[src/design/b64le_pkg.sv]
`timescale 1ns / 1ps

package b64le_pkg;

  // Characters per output line before CR LF is inserted.
  localparam int LINE_CHARS = 76;

  // A job carries up to six characters: four from a group plus CR LF.
  localparam int JOB_CHARS   = 6;
  localparam int JOB_CNT_W   = $clog2(JOB_CHARS + 1);
  localparam int JOB_DEPTH   = 2;
  localparam int JOB_PTR_W   = $clog2(JOB_DEPTH);
  localparam int JOB_LEVEL_W = $clog2(JOB_DEPTH + 1);

  localparam logic [7:0] CHAR_PAD = 8'h3D;
  localparam logic [7:0] CHAR_CR  = 8'h0D;
  localparam logic [7:0] CHAR_LF  = 8'h0A;

  // Offsets that map a sextet onto its band of the standard alphabet.
  localparam logic [7:0] OFS_UPPER = 8'd65;
  localparam logic [7:0] OFS_LOWER = 8'd71;
  localparam logic [7:0] OFS_DIGIT = 8'd4;
  localparam logic [7:0] CHAR_PLUS  = 8'h2B;
  localparam logic [7:0] CHAR_SLASH = 8'h2F;

  typedef struct packed {
    logic [7:0] byte_in;
    logic       last_byte;
  } in_item_t;

  typedef struct packed {
    logic [7:0] char_out;
    logic       last_char;
  } out_item_t;

  typedef struct packed {
    logic [JOB_CHARS-1:0][7:0] chars;
    logic [JOB_CNT_W-1:0]      n_chars;
  } job_t;

  function automatic logic [7:0] b64_char(input logic [5:0] v);
    logic [7:0] w;
    w = {2'b00, v};
    if (v < 6'd26) begin
      return w + OFS_UPPER;
    end else if (v < 6'd52) begin
      return w + OFS_LOWER;
    end else if (v < 6'd62) begin
      return w - OFS_DIGIT;
    end else if (v == 6'd62) begin
      return CHAR_PLUS;
    end else begin
      return CHAR_SLASH;
    end
  endfunction

endpackage

[src/design/base64_line_wrapped_encoder.sv]
`timescale 1ns / 1ps

// Base64 encoder with MIME line wrapping: one raw byte per input transaction,
// one output character per result transaction, CR LF after every full line
// of LINE_CHARS characters and padding on the final partial group. The input
// takes a byte every cycle while the two-entry group queue has room; the
// output side sends one character per cycle while the consumer keeps popping
// and a group is queued, so throughput is set by that character port. A full
// group yields four characters (six when it closes a line), and a padded
// tail yields four characters for its one or two bytes.
module base64_line_wrapped_encoder import b64le_pkg::*; (
  input  logic      clk,
  input  logic      rst_n,
  input  logic      in_push,
  output logic      in_full,
  input  in_item_t  in_item,
  output logic      out_empty,
  output out_item_t out_item,
  input  logic      out_pop
);

  logic in_accept;
  logic job_push;
  job_t job_new;
  logic head_valid;
  job_t head_job;
  logic job_pop;

  assign in_accept = in_push && !in_full;

  b64le_front u_front (
    .clk      (clk),
    .rst_n    (rst_n),
    .accept   (in_accept),
    .item     (in_item),
    .job_push (job_push),
    .job      (job_new)
  );

  b64le_fifo u_fifo (
    .clk        (clk),
    .rst_n      (rst_n),
    .push       (job_push),
    .push_job   (job_new),
    .full       (in_full),
    .pop        (job_pop),
    .head_valid (head_valid),
    .head_job   (head_job)
  );

  b64le_back u_back (
    .clk       (clk),
    .rst_n     (rst_n),
    .job_valid (head_valid),
    .job       (head_job),
    .job_pop   (job_pop),
    .out_empty (out_empty),
    .out_item  (out_item),
    .out_pop   (out_pop)
  );

endmodule

[src/design/b64le_front.sv]
`timescale 1ns / 1ps

module b64le_front import b64le_pkg::*; (
  input  logic     clk,
  input  logic     rst_n,
  input  logic     accept,
  input  in_item_t item,
  output logic     job_push,
  output job_t     job
);

  logic [15:0] pending_r, pending_nxt;
  logic [1:0]  phase_r, phase_nxt;
  logic [7:0]  line_r, line_nxt;

  logic [1:0]  phase;
  logic [7:0]  b, b0, b1;
  logic [8:0]  len9;
  logic        wrap;

  always_comb begin
    phase       = (phase_r == 2'd3) ? 2'd0 : phase_r;
    b           = item.byte_in;
    b0          = pending_r[15:8];
    b1          = pending_r[7:0];
    len9        = {1'b0, line_r} + 9'd4;
    wrap        = (len9 + 9'd4) > 9'(LINE_CHARS);

    pending_nxt = pending_r;
    phase_nxt   = phase_r;
    line_nxt    = line_r;
    job_push    = 1'b0;
    job.chars   = '0;
    job.n_chars = JOB_CNT_W'(4);

    case (phase)
      2'd0: begin
        job.chars[0] = b64_char(b[7:2]);
        job.chars[1] = b64_char({b[1:0], 4'b0000});
        job.chars[2] = CHAR_PAD;
        job.chars[3] = CHAR_PAD;
        if (accept) begin
          if (item.last_byte) begin
            job_push = 1'b1;
          end else begin
            pending_nxt = {b, 8'h00};
            phase_nxt   = 2'd1;
          end
        end
      end
      2'd1: begin
        job.chars[0] = b64_char(b0[7:2]);
        job.chars[1] = b64_char({b0[1:0], b[7:4]});
        job.chars[2] = b64_char({b[3:0], 2'b00});
        job.chars[3] = CHAR_PAD;
        if (accept) begin
          if (item.last_byte) begin
            job_push = 1'b1;
          end else begin
            pending_nxt = {b0, b};
            phase_nxt   = 2'd2;
          end
        end
      end
      default: begin
        job.chars[0] = b64_char(b0[7:2]);
        job.chars[1] = b64_char({b0[1:0], b1[7:4]});
        job.chars[2] = b64_char({b1[3:0], b[7:6]});
        job.chars[3] = b64_char(b[5:0]);
        if (wrap) begin
          job.chars[4] = CHAR_CR;
          job.chars[5] = CHAR_LF;
          job.n_chars  = JOB_CNT_W'(6);
        end
        if (accept) begin
          job_push    = 1'b1;
          pending_nxt = '0;
          phase_nxt   = 2'd0;
          line_nxt    = wrap ? 8'd0 : len9[7:0];
        end
      end
    endcase

    // The end of a message returns the encoder to the start of a fresh line.
    if (accept && item.last_byte) begin
      pending_nxt = '0;
      phase_nxt   = 2'd0;
      line_nxt    = 8'd0;
    end
  end

  always_ff @(posedge clk) begin
    if (!rst_n) begin
      pending_r <= '0;
      phase_r   <= '0;
      line_r    <= '0;
    end else begin
      pending_r <= pending_nxt;
      phase_r   <= phase_nxt;
      line_r    <= line_nxt;
    end
  end

endmodule

[src/design/b64le_fifo.sv]
`timescale 1ns / 1ps

module b64le_fifo import b64le_pkg::*; (
  input  logic clk,
  input  logic rst_n,
  input  logic push,
  input  job_t push_job,
  output logic full,
  input  logic pop,
  output logic head_valid,
  output job_t head_job
);

  job_t                   mem_r [JOB_DEPTH];
  logic [JOB_PTR_W-1:0]   wr_ptr_r, wr_ptr_nxt;
  logic [JOB_PTR_W-1:0]   rd_ptr_r, rd_ptr_nxt;
  logic [JOB_LEVEL_W-1:0] level_r, level_nxt;
  logic                   do_push, do_pop;

  assign full       = (level_r == JOB_LEVEL_W'(JOB_DEPTH));
  assign head_valid = (level_r != '0);
  assign head_job   = mem_r[rd_ptr_r];
  assign do_push    = push && !full;
  assign do_pop     = pop && head_valid;

  always_comb begin
    wr_ptr_nxt = wr_ptr_r;
    rd_ptr_nxt = rd_ptr_r;
    level_nxt  = level_r;
    if (do_push) begin
      wr_ptr_nxt = (wr_ptr_r == JOB_PTR_W'(JOB_DEPTH - 1)) ? '0 : wr_ptr_r + 1'b1;
    end
    if (do_pop) begin
      rd_ptr_nxt = (rd_ptr_r == JOB_PTR_W'(JOB_DEPTH - 1)) ? '0 : rd_ptr_r + 1'b1;
    end
    if (do_push && !do_pop) begin
      level_nxt = level_r + 1'b1;
    end else if (do_pop && !do_push) begin
      level_nxt = level_r - 1'b1;
    end
  end

  always_ff @(posedge clk) begin
    if (do_push) begin
      mem_r[wr_ptr_r] <= push_job;
    end
  end

  always_ff @(posedge clk) begin
    if (!rst_n) begin
      wr_ptr_r <= '0;
      rd_ptr_r <= '0;
      level_r  <= '0;
    end else begin
      wr_ptr_r <= wr_ptr_nxt;
      rd_ptr_r <= rd_ptr_nxt;
      level_r  <= level_nxt;
    end
  end

endmodule

[src/design/b64le_back.sv]
`timescale 1ns / 1ps

module b64le_back import b64le_pkg::*; (
  input  logic      clk,
  input  logic      rst_n,
  input  logic      job_valid,
  input  job_t      job,
  output logic      job_pop,
  output logic      out_empty,
  output out_item_t out_item,
  input  logic      out_pop
);

  logic [JOB_CNT_W-1:0] idx_r, idx_nxt;
  logic                 out_valid_r, out_valid_nxt;
  out_item_t            out_item_r, out_item_nxt;
  logic                 load, is_last;

  assign out_empty = !out_valid_r;
  assign out_item  = out_item_r;

  // The output register is refilled in the same cycle that its character leaves, when a job is waiting.
  assign load    = job_valid && (!out_valid_r || out_pop);
  assign is_last = (idx_r == job.n_chars - 1'b1);
  assign job_pop = load && is_last;

  always_comb begin
    idx_nxt       = idx_r;
    out_item_nxt  = out_item_r;
    out_valid_nxt = out_valid_r;
    if (out_pop && out_valid_r) begin
      out_valid_nxt = 1'b0;
    end
    if (load) begin
      out_item_nxt.char_out  = job.chars[idx_r];
      out_item_nxt.last_char = is_last;
      out_valid_nxt          = 1'b1;
      idx_nxt                = is_last ? '0 : idx_r + 1'b1;
    end
  end

  always_ff @(posedge clk) begin
    out_item_r <= out_item_nxt;
    if (!rst_n) begin
      idx_r       <= '0;
      out_valid_r <= 1'b0;
    end else begin
      idx_r       <= idx_nxt;
      out_valid_r <= out_valid_nxt;
    end
  end

endmodule
[config.mk]
export PLATFORM = sky130hd
export DESIGN_NAME = base64_line_wrapped_encoder
export DESIGN_NICKNAME = d
export VERILOG_FILES = /design/src/design/b64le_pkg.sv /design/src/design/base64_line_wrapped_encoder.sv /design/src/design/b64le_front.sv /design/src/design/b64le_fifo.sv /design/src/design/b64le_back.sv
export SDC_FILE = /design/constraint.sdc
export NUM_CORES = 1
export LEC_CHECK = 0
export BUFFER_PORTS_ARGS = -buffer_cell sky130_fd_sc_hd__buf_2
export CAP_MARGIN = 20
export CORE_ASPECT_RATIO = 1.25
export CORE_MARGIN = 1.5
export CORE_UTILIZATION = 56
export CTS_CLUSTER_SIZE = 40
export DETAILED_ROUTE_END_ITERATION = 8
export PLACE_DENSITY = 0.73
export SLEW_MARGIN = 20
export SYNTH_ARGS = -nofsm -noshare
export SYNTH_HDL_FRONTEND = slang
export SYNTH_SLANG_ARGS = --single-unit
[constraint.sdc]
create_clock -name clk -period 7.2 [get_ports clk]
set_input_delay 0 -clock clk [delete_from_list [all_inputs] [get_ports clk]]
set_output_delay 0 -clock clk [all_outputs]
set_load 0.005 [all_outputs]
Word level (Yosys, flattened, before mapping)
Memory sizes are Yosys's and may differ from the RTL's. A register that Yosys moved wholly into a read port is not among the register bits.
Cells that the tools add are included.
{"block": "op_classes", "n_mux": 66, "n_bitwise": 3, "n_reduce_logical": 23, "n_lt_le_gt_ge": 26, "add_sub_neg": 32, "eq_ne": 12}
{"cell": "$mux 8", "count": 27}
{"cell": "$add 6x7->8 const B", "count": 16}
{"cell": "$lt 6x6->1 const B", "count": 16}
{"cell": "$mux 16", "count": 4}
{"cell": "$pmux 32 s2", "count": 1}
{"cell": "$sub 6x3->7 const B", "count": 8}
{"cell": "$lt 6x5->1 const B", "count": 8}
{"cell": "$eq 6x6->1 const B", "count": 6}
{"cell": "$pmux 16 s2", "count": 1}
{"cell": "$bmux 8 s3", "count": 1}
{"cell": "$mux 12", "count": 2}
{"cell": "$mux 3", "count": 7}
{"cell": "$mux 2", "count": 10}
{"cell": "$mux 1", "count": 12}
{"cell": "$add 8x3->9 const B", "count": 1}
{"cell": "$add 9x3->9 const B", "count": 1}
{"cell": "$gt 9x7->1 const B", "count": 1}
{"cell": "$logic_and 1x1->1", "count": 9}
{"cell": "$reduce_and 3->1", "count": 2}
{"cell": "$reduce_bool 2->1", "count": 3}
{"cell": "$eq 2x2->1 const B", "count": 2}
{"cell": "$logic_not 1->1", "count": 4}
{"cell": "$lt 3x4->1 const B", "count": 1}
{"cell": "$ne 2x2->1 const B", "count": 2}
{"cell": "13 further kinds", "count": 17}
{"block": "totals", "ramBits": 92, "memories": 1, "output_inout_bits": 11, "inputBits": 13, "regBits": 43, "word_cells": 174}
{"memory": "u_fifo.mem_r", "words": 2, "width": 46, "read_ports": 1, "rd_clocked_by_memory_dff": 1, "wr": 1, "line_no": "b64le_fifo.sv:14", "source": "job_t mem_r [JOB_DEPTH];"}

Depth between registers and ports, before layout
{"block": "logic_depth", "depth_word": 10, "mapped_depth": 10, "mapped_depth_nobuf": 8}

By module
Synthesis repeated with hierarchy kept, for this count alone.
{"block": "unflattened", "cells_unflattened": 844, "hier_area_um2": 8732.1}
{"module": "b64le_fifo", "seq_area_each_um2": 3163.0, "n_inst": 1, "cells_per_inst": 184, "area_each_um2": 3903.7}
{"module": "b64le_front", "seq_area_each_um2": 480.5, "n_inst": 1, "cells_per_inst": 581, "area_each_um2": 3883.7}
{"module": "b64le_back", "seq_area_each_um2": 350.3, "n_inst": 1, "cells_per_inst": 78, "area_each_um2": 930.9}
{"module": "base64_line_wrapped_encoder", "seq_area_each_um2": 0.0, "n_inst": 1, "cells_per_inst": 1, "area_each_um2": 13.8}

Worst setup path after synthesis
No wires, ideal clock.
{"block": "synth_timing", "path_type": "flip-flop to flip-flop", "start": "register u_fifo.level_r[0]", "end": "memory u_fifo.mem_r[0][10] (netlist bit) (enable)", "slack_ns": 4.289, "stages_incl_launch_ff": 6, "setup_time_ns": 0.425, "required_ns": 6.775, "path_buffers": 1, "arrival_ns": 2.486, "path_cell_list": "dfxtp_1 nand2b_1 and2_1 clkbuf_1 o21ai_0 nor2_1"}
{"block": "synth_between", "elab_chain_cells": 8}
{"element": "from (decl)", "line_no": "b64le_fifo.sv:17", "source": "logic [JOB_LEVEL_W-1:0] level_r, level_nxt;"}
{"element": "from (signal assigned)", "line_no": "b64le_fifo.sv:57", "source": "level_r <= level_nxt;"}
{"element": "$eq 2x2->1 *", "line_no": "b64le_fifo.sv:20", "source": "assign full = (level_r == JOB_LEVEL_W'(JOB_DEPTH));"}
{"element": "$logic_not 1->1 *", "line_no": "base64_line_wrapped_encoder.sv:29, b64le_fifo.sv:23"}
{"element": "$logic_and 1x1->1", "line_no": "base64_line_wrapped_encoder.sv:29", "source": "assign in_accept = in_push && !in_full;"}
{"element": "$mux 1, on equally long branches", "line_no": "b64le_front.sv:75, b64le_front.sv:42"}
{"element": "$mux 1"}
{"element": "$logic_and 1x1->1 *", "line_no": "b64le_fifo.sv:23", "source": "assign do_push = push && !full;"}
{"element": "$mux 1 *", "line_no": "b64le_fifo.sv:44", "source": "if (do_push) begin"}
{"element": "$mux 1 (implied by the code) *", "line_no": "b64le_fifo.sv:45", "source": "mem_r[wr_ptr_r] <= push_job;"}
{"element": "to (decl)", "line_no": "b64le_fifo.sv:14"}
Every way passes the cells marked *; elsewhere a longest branch is shown, timed or not.

==> impl_metrics.ini <==
[status]
outcome = complete, no violations

[timing]
max_freq_ghz = 0.3823
finalHoldViolations = 0
worst_pin_slew_ns = 1.023
finalSetupViolCount = 0
timing.hold.ws_ns = 0.02875
fin_tns_setup_ns = 0
fin_crit_sh_pct = 36.33
rsz0062_at_grt = no
fin_crit_ns = 2.616
skew_ns = 0.01056
report.final.slew_viol_count = 0
slew-limit-headroom_pct = 31.57

[drt]
route.detailed.drc = 0
drt_iter0_markers = 565
detail-route-antenna-nets = 0
num_vias = 5491
vias_per_cell = 6.268
wl_per_cell_um = 19.23
routed_wl_mm = 16.85
drt-pass1-iter-count = 7

[placement]
gp_congestion = 0.9655
placed_area_um2 = 7053
numPortBuffers = 23
hpwlAfterDp_mm = 12.28

[clocking]
cts_buffers = 9
cts_sinks = 108
cts_tree = yes
clkLatencyLatePin_ns = 0.35
cts-root-buf = clkbuf_16
cts_setup_buffers = 0
cts.clk_slew.worst_paths_ns = 0.07
htreeDepth = 3
cts_buffer_depth = 2

[final_layout]
final_area_um2 = 7348
insertedDiodeCount = 0
nNetsFinal = 760
drive_above_1_share_pct = 10.11
area_delta_synth_final_pct = 6.665
layout_common_cells = edfxtp_1 (75), a21oi_1 (70), nor2_1 (56), nand2_1 (56)
final_common_cell = edfxtp_1

[floorplan]
core_area_um2 = 12050
die_h_um = 127.0
start_util_pct = 57.18
pin_count = 24
die_x_um = 102.2
die_area_um2 = 12980
rows = 45

[logic_synthesis]
synth.ff_latch_count = 108
synth.avg_cell_area_um2 = 9.608
synth_nets = 770
ys.warnings.count = 0
ys.flop_type = edfxtp_1
yosysTopAreaCell = edfxtp_1
syn_inst = 717
ys_seq_area_share_pct = 42.28
synth_top_area_share_pct = 32.69
synth_area_leaders = edfxtp_1 (33%), dfxtp_1 (9.6%), ha_1 (7.3%)
netlist_area_um2 = 6889
synthArstFlopShare_pct = 0
synth_cell_type_count = 69
synth_edf_count = 75

[worst_hold_path]
hold_path.class = in2reg

[power_and_ir_drop]
fin_total_pwr_mw = 1.431
p_per_area_nw_per_um2 = 194.8
ir_worst_vdd_uv = 110.9
power.leakage_nw = 2.655

[setup_path]
cp-end-kind = flop
cp.arrival_ns = 2.73
crit_path_start_kind = flop
crit_fanout = 10
critical_path_required_ns = 7.31
criticalPathCategory = reg2reg

[job]
drv_cap = 0

[global_routing]
grt_antenna_before_repair = 0
grt_max_degree = 34
globalRouteOverflowTotal = 0
track_usage_pct = 26.92
grt_pass1_wl_mm = 27.07
grt_pass1_vias = 5185
## layout make-up
cell class	count	area [um2]
Clock buffer	11	242.7
Sequential cell	108	2913
Tap cell	164	205.2
Clock inverter	5	42.54
Fill cell	1030	4701
Timing Repair Buffer	28	155.1
Inverter	41	153.9
Multi-Input combinational cell	519	3636
## flip-flops by register name (all words and copies together) (netlist names), named ones only
name / flops
u_front.pending_r: 16
u_fifo.level_r: 2
u_back.out_item: 9
u_front.phase_r: 2
u_fifo.wr_ptr_r: 1
u_back.idx_r: 3
u_front.line_r: 6
u_fifo.mem_r: 66
u_fifo.rd_ptr_r: 1
u_back.out_valid_r: 1
## where the power goes
group          internal, mW  total (mW)  switching (mW)
clock network         0.250       0.478           0.228
logic                0.0879       0.226           0.138
registers             0.701       0.727          0.0262
## path summary, 6_finish.rpt
kind	slack, ns	startpoint	cells after the start	end
setup / recovery	4.58	u_front.pending_r[0]	8	u_fifo.mem_r[1][20]
hold / removal	0.03	in_item[1]	3	u_front.pending_r[8]
setup reg to reg	4.58	u_front.pending_r[0]	8	u_fifo.mem_r[1][20]
hold reg to reg	0.52	u_front.phase_r[0]	2	u_front.phase_r[0]
## cells by family (layout without fill, tap and decap cells)
kind of cell	Yosys count	in the layout	synth area share [%]
buf+inv	90	85	4.976
simple gates	204	204	14.28
flops	108	108	42.28
compound gates	219	219	20.61
fa+ha+maj	40	40	7.265
xor+xnor	27	27	3.433
mux	29	29	7.156
## per-stage QoR
stage,setup WS [ns],util [%],std cells
after floorplan,4.289,-,717
after global placement,4.473,58.54,859
after detailed placement,4.334,58.54,859
after CTS,4.601,60.99,876
after global routing,4.348,60.99,876
final,4.585,60.99,876
## per-layer routing
metal	track usage, %	part of all wire [%]	up-vias
met5	0	0	-
met4	9.025	2.4	0
met3	4.048	4.8	33
met2	44.99	50	192
met1	35.66	43	2635
li1	-	-	2631
## synthesized netlist by cell type (all sizes together) (9+ instances only)
master  number
ha          40
o21ai       39
mux2i       11
a31oi        9
nand3       25
mux4        16
clkbuf      45
nand2b       9
edfxtp      75
a21o        13
nand2       57
dfxtp       33
nor2        57
inv         40
xnor2       19
a22oi       13
nor3        13
and2         9
a21oi       72
## worst max-delay path: stages (launching register included)
cell and delay [ns]:
dfxtp_1 0.44, inv_1 0.10, ha_1 0.22, a21o_1 0.18, a21oi_1 0.51, nand2b_1 0.16, a32o_1 0.28, o21ai_0 0.13
a21boi_0 0.37
## timing repair
action                                 CTS  global route
hold buffers                             1             0
gates resized for setup                  0             0
endpoints found under the hold margin    4             0
(Power assumes the default switching activity.)
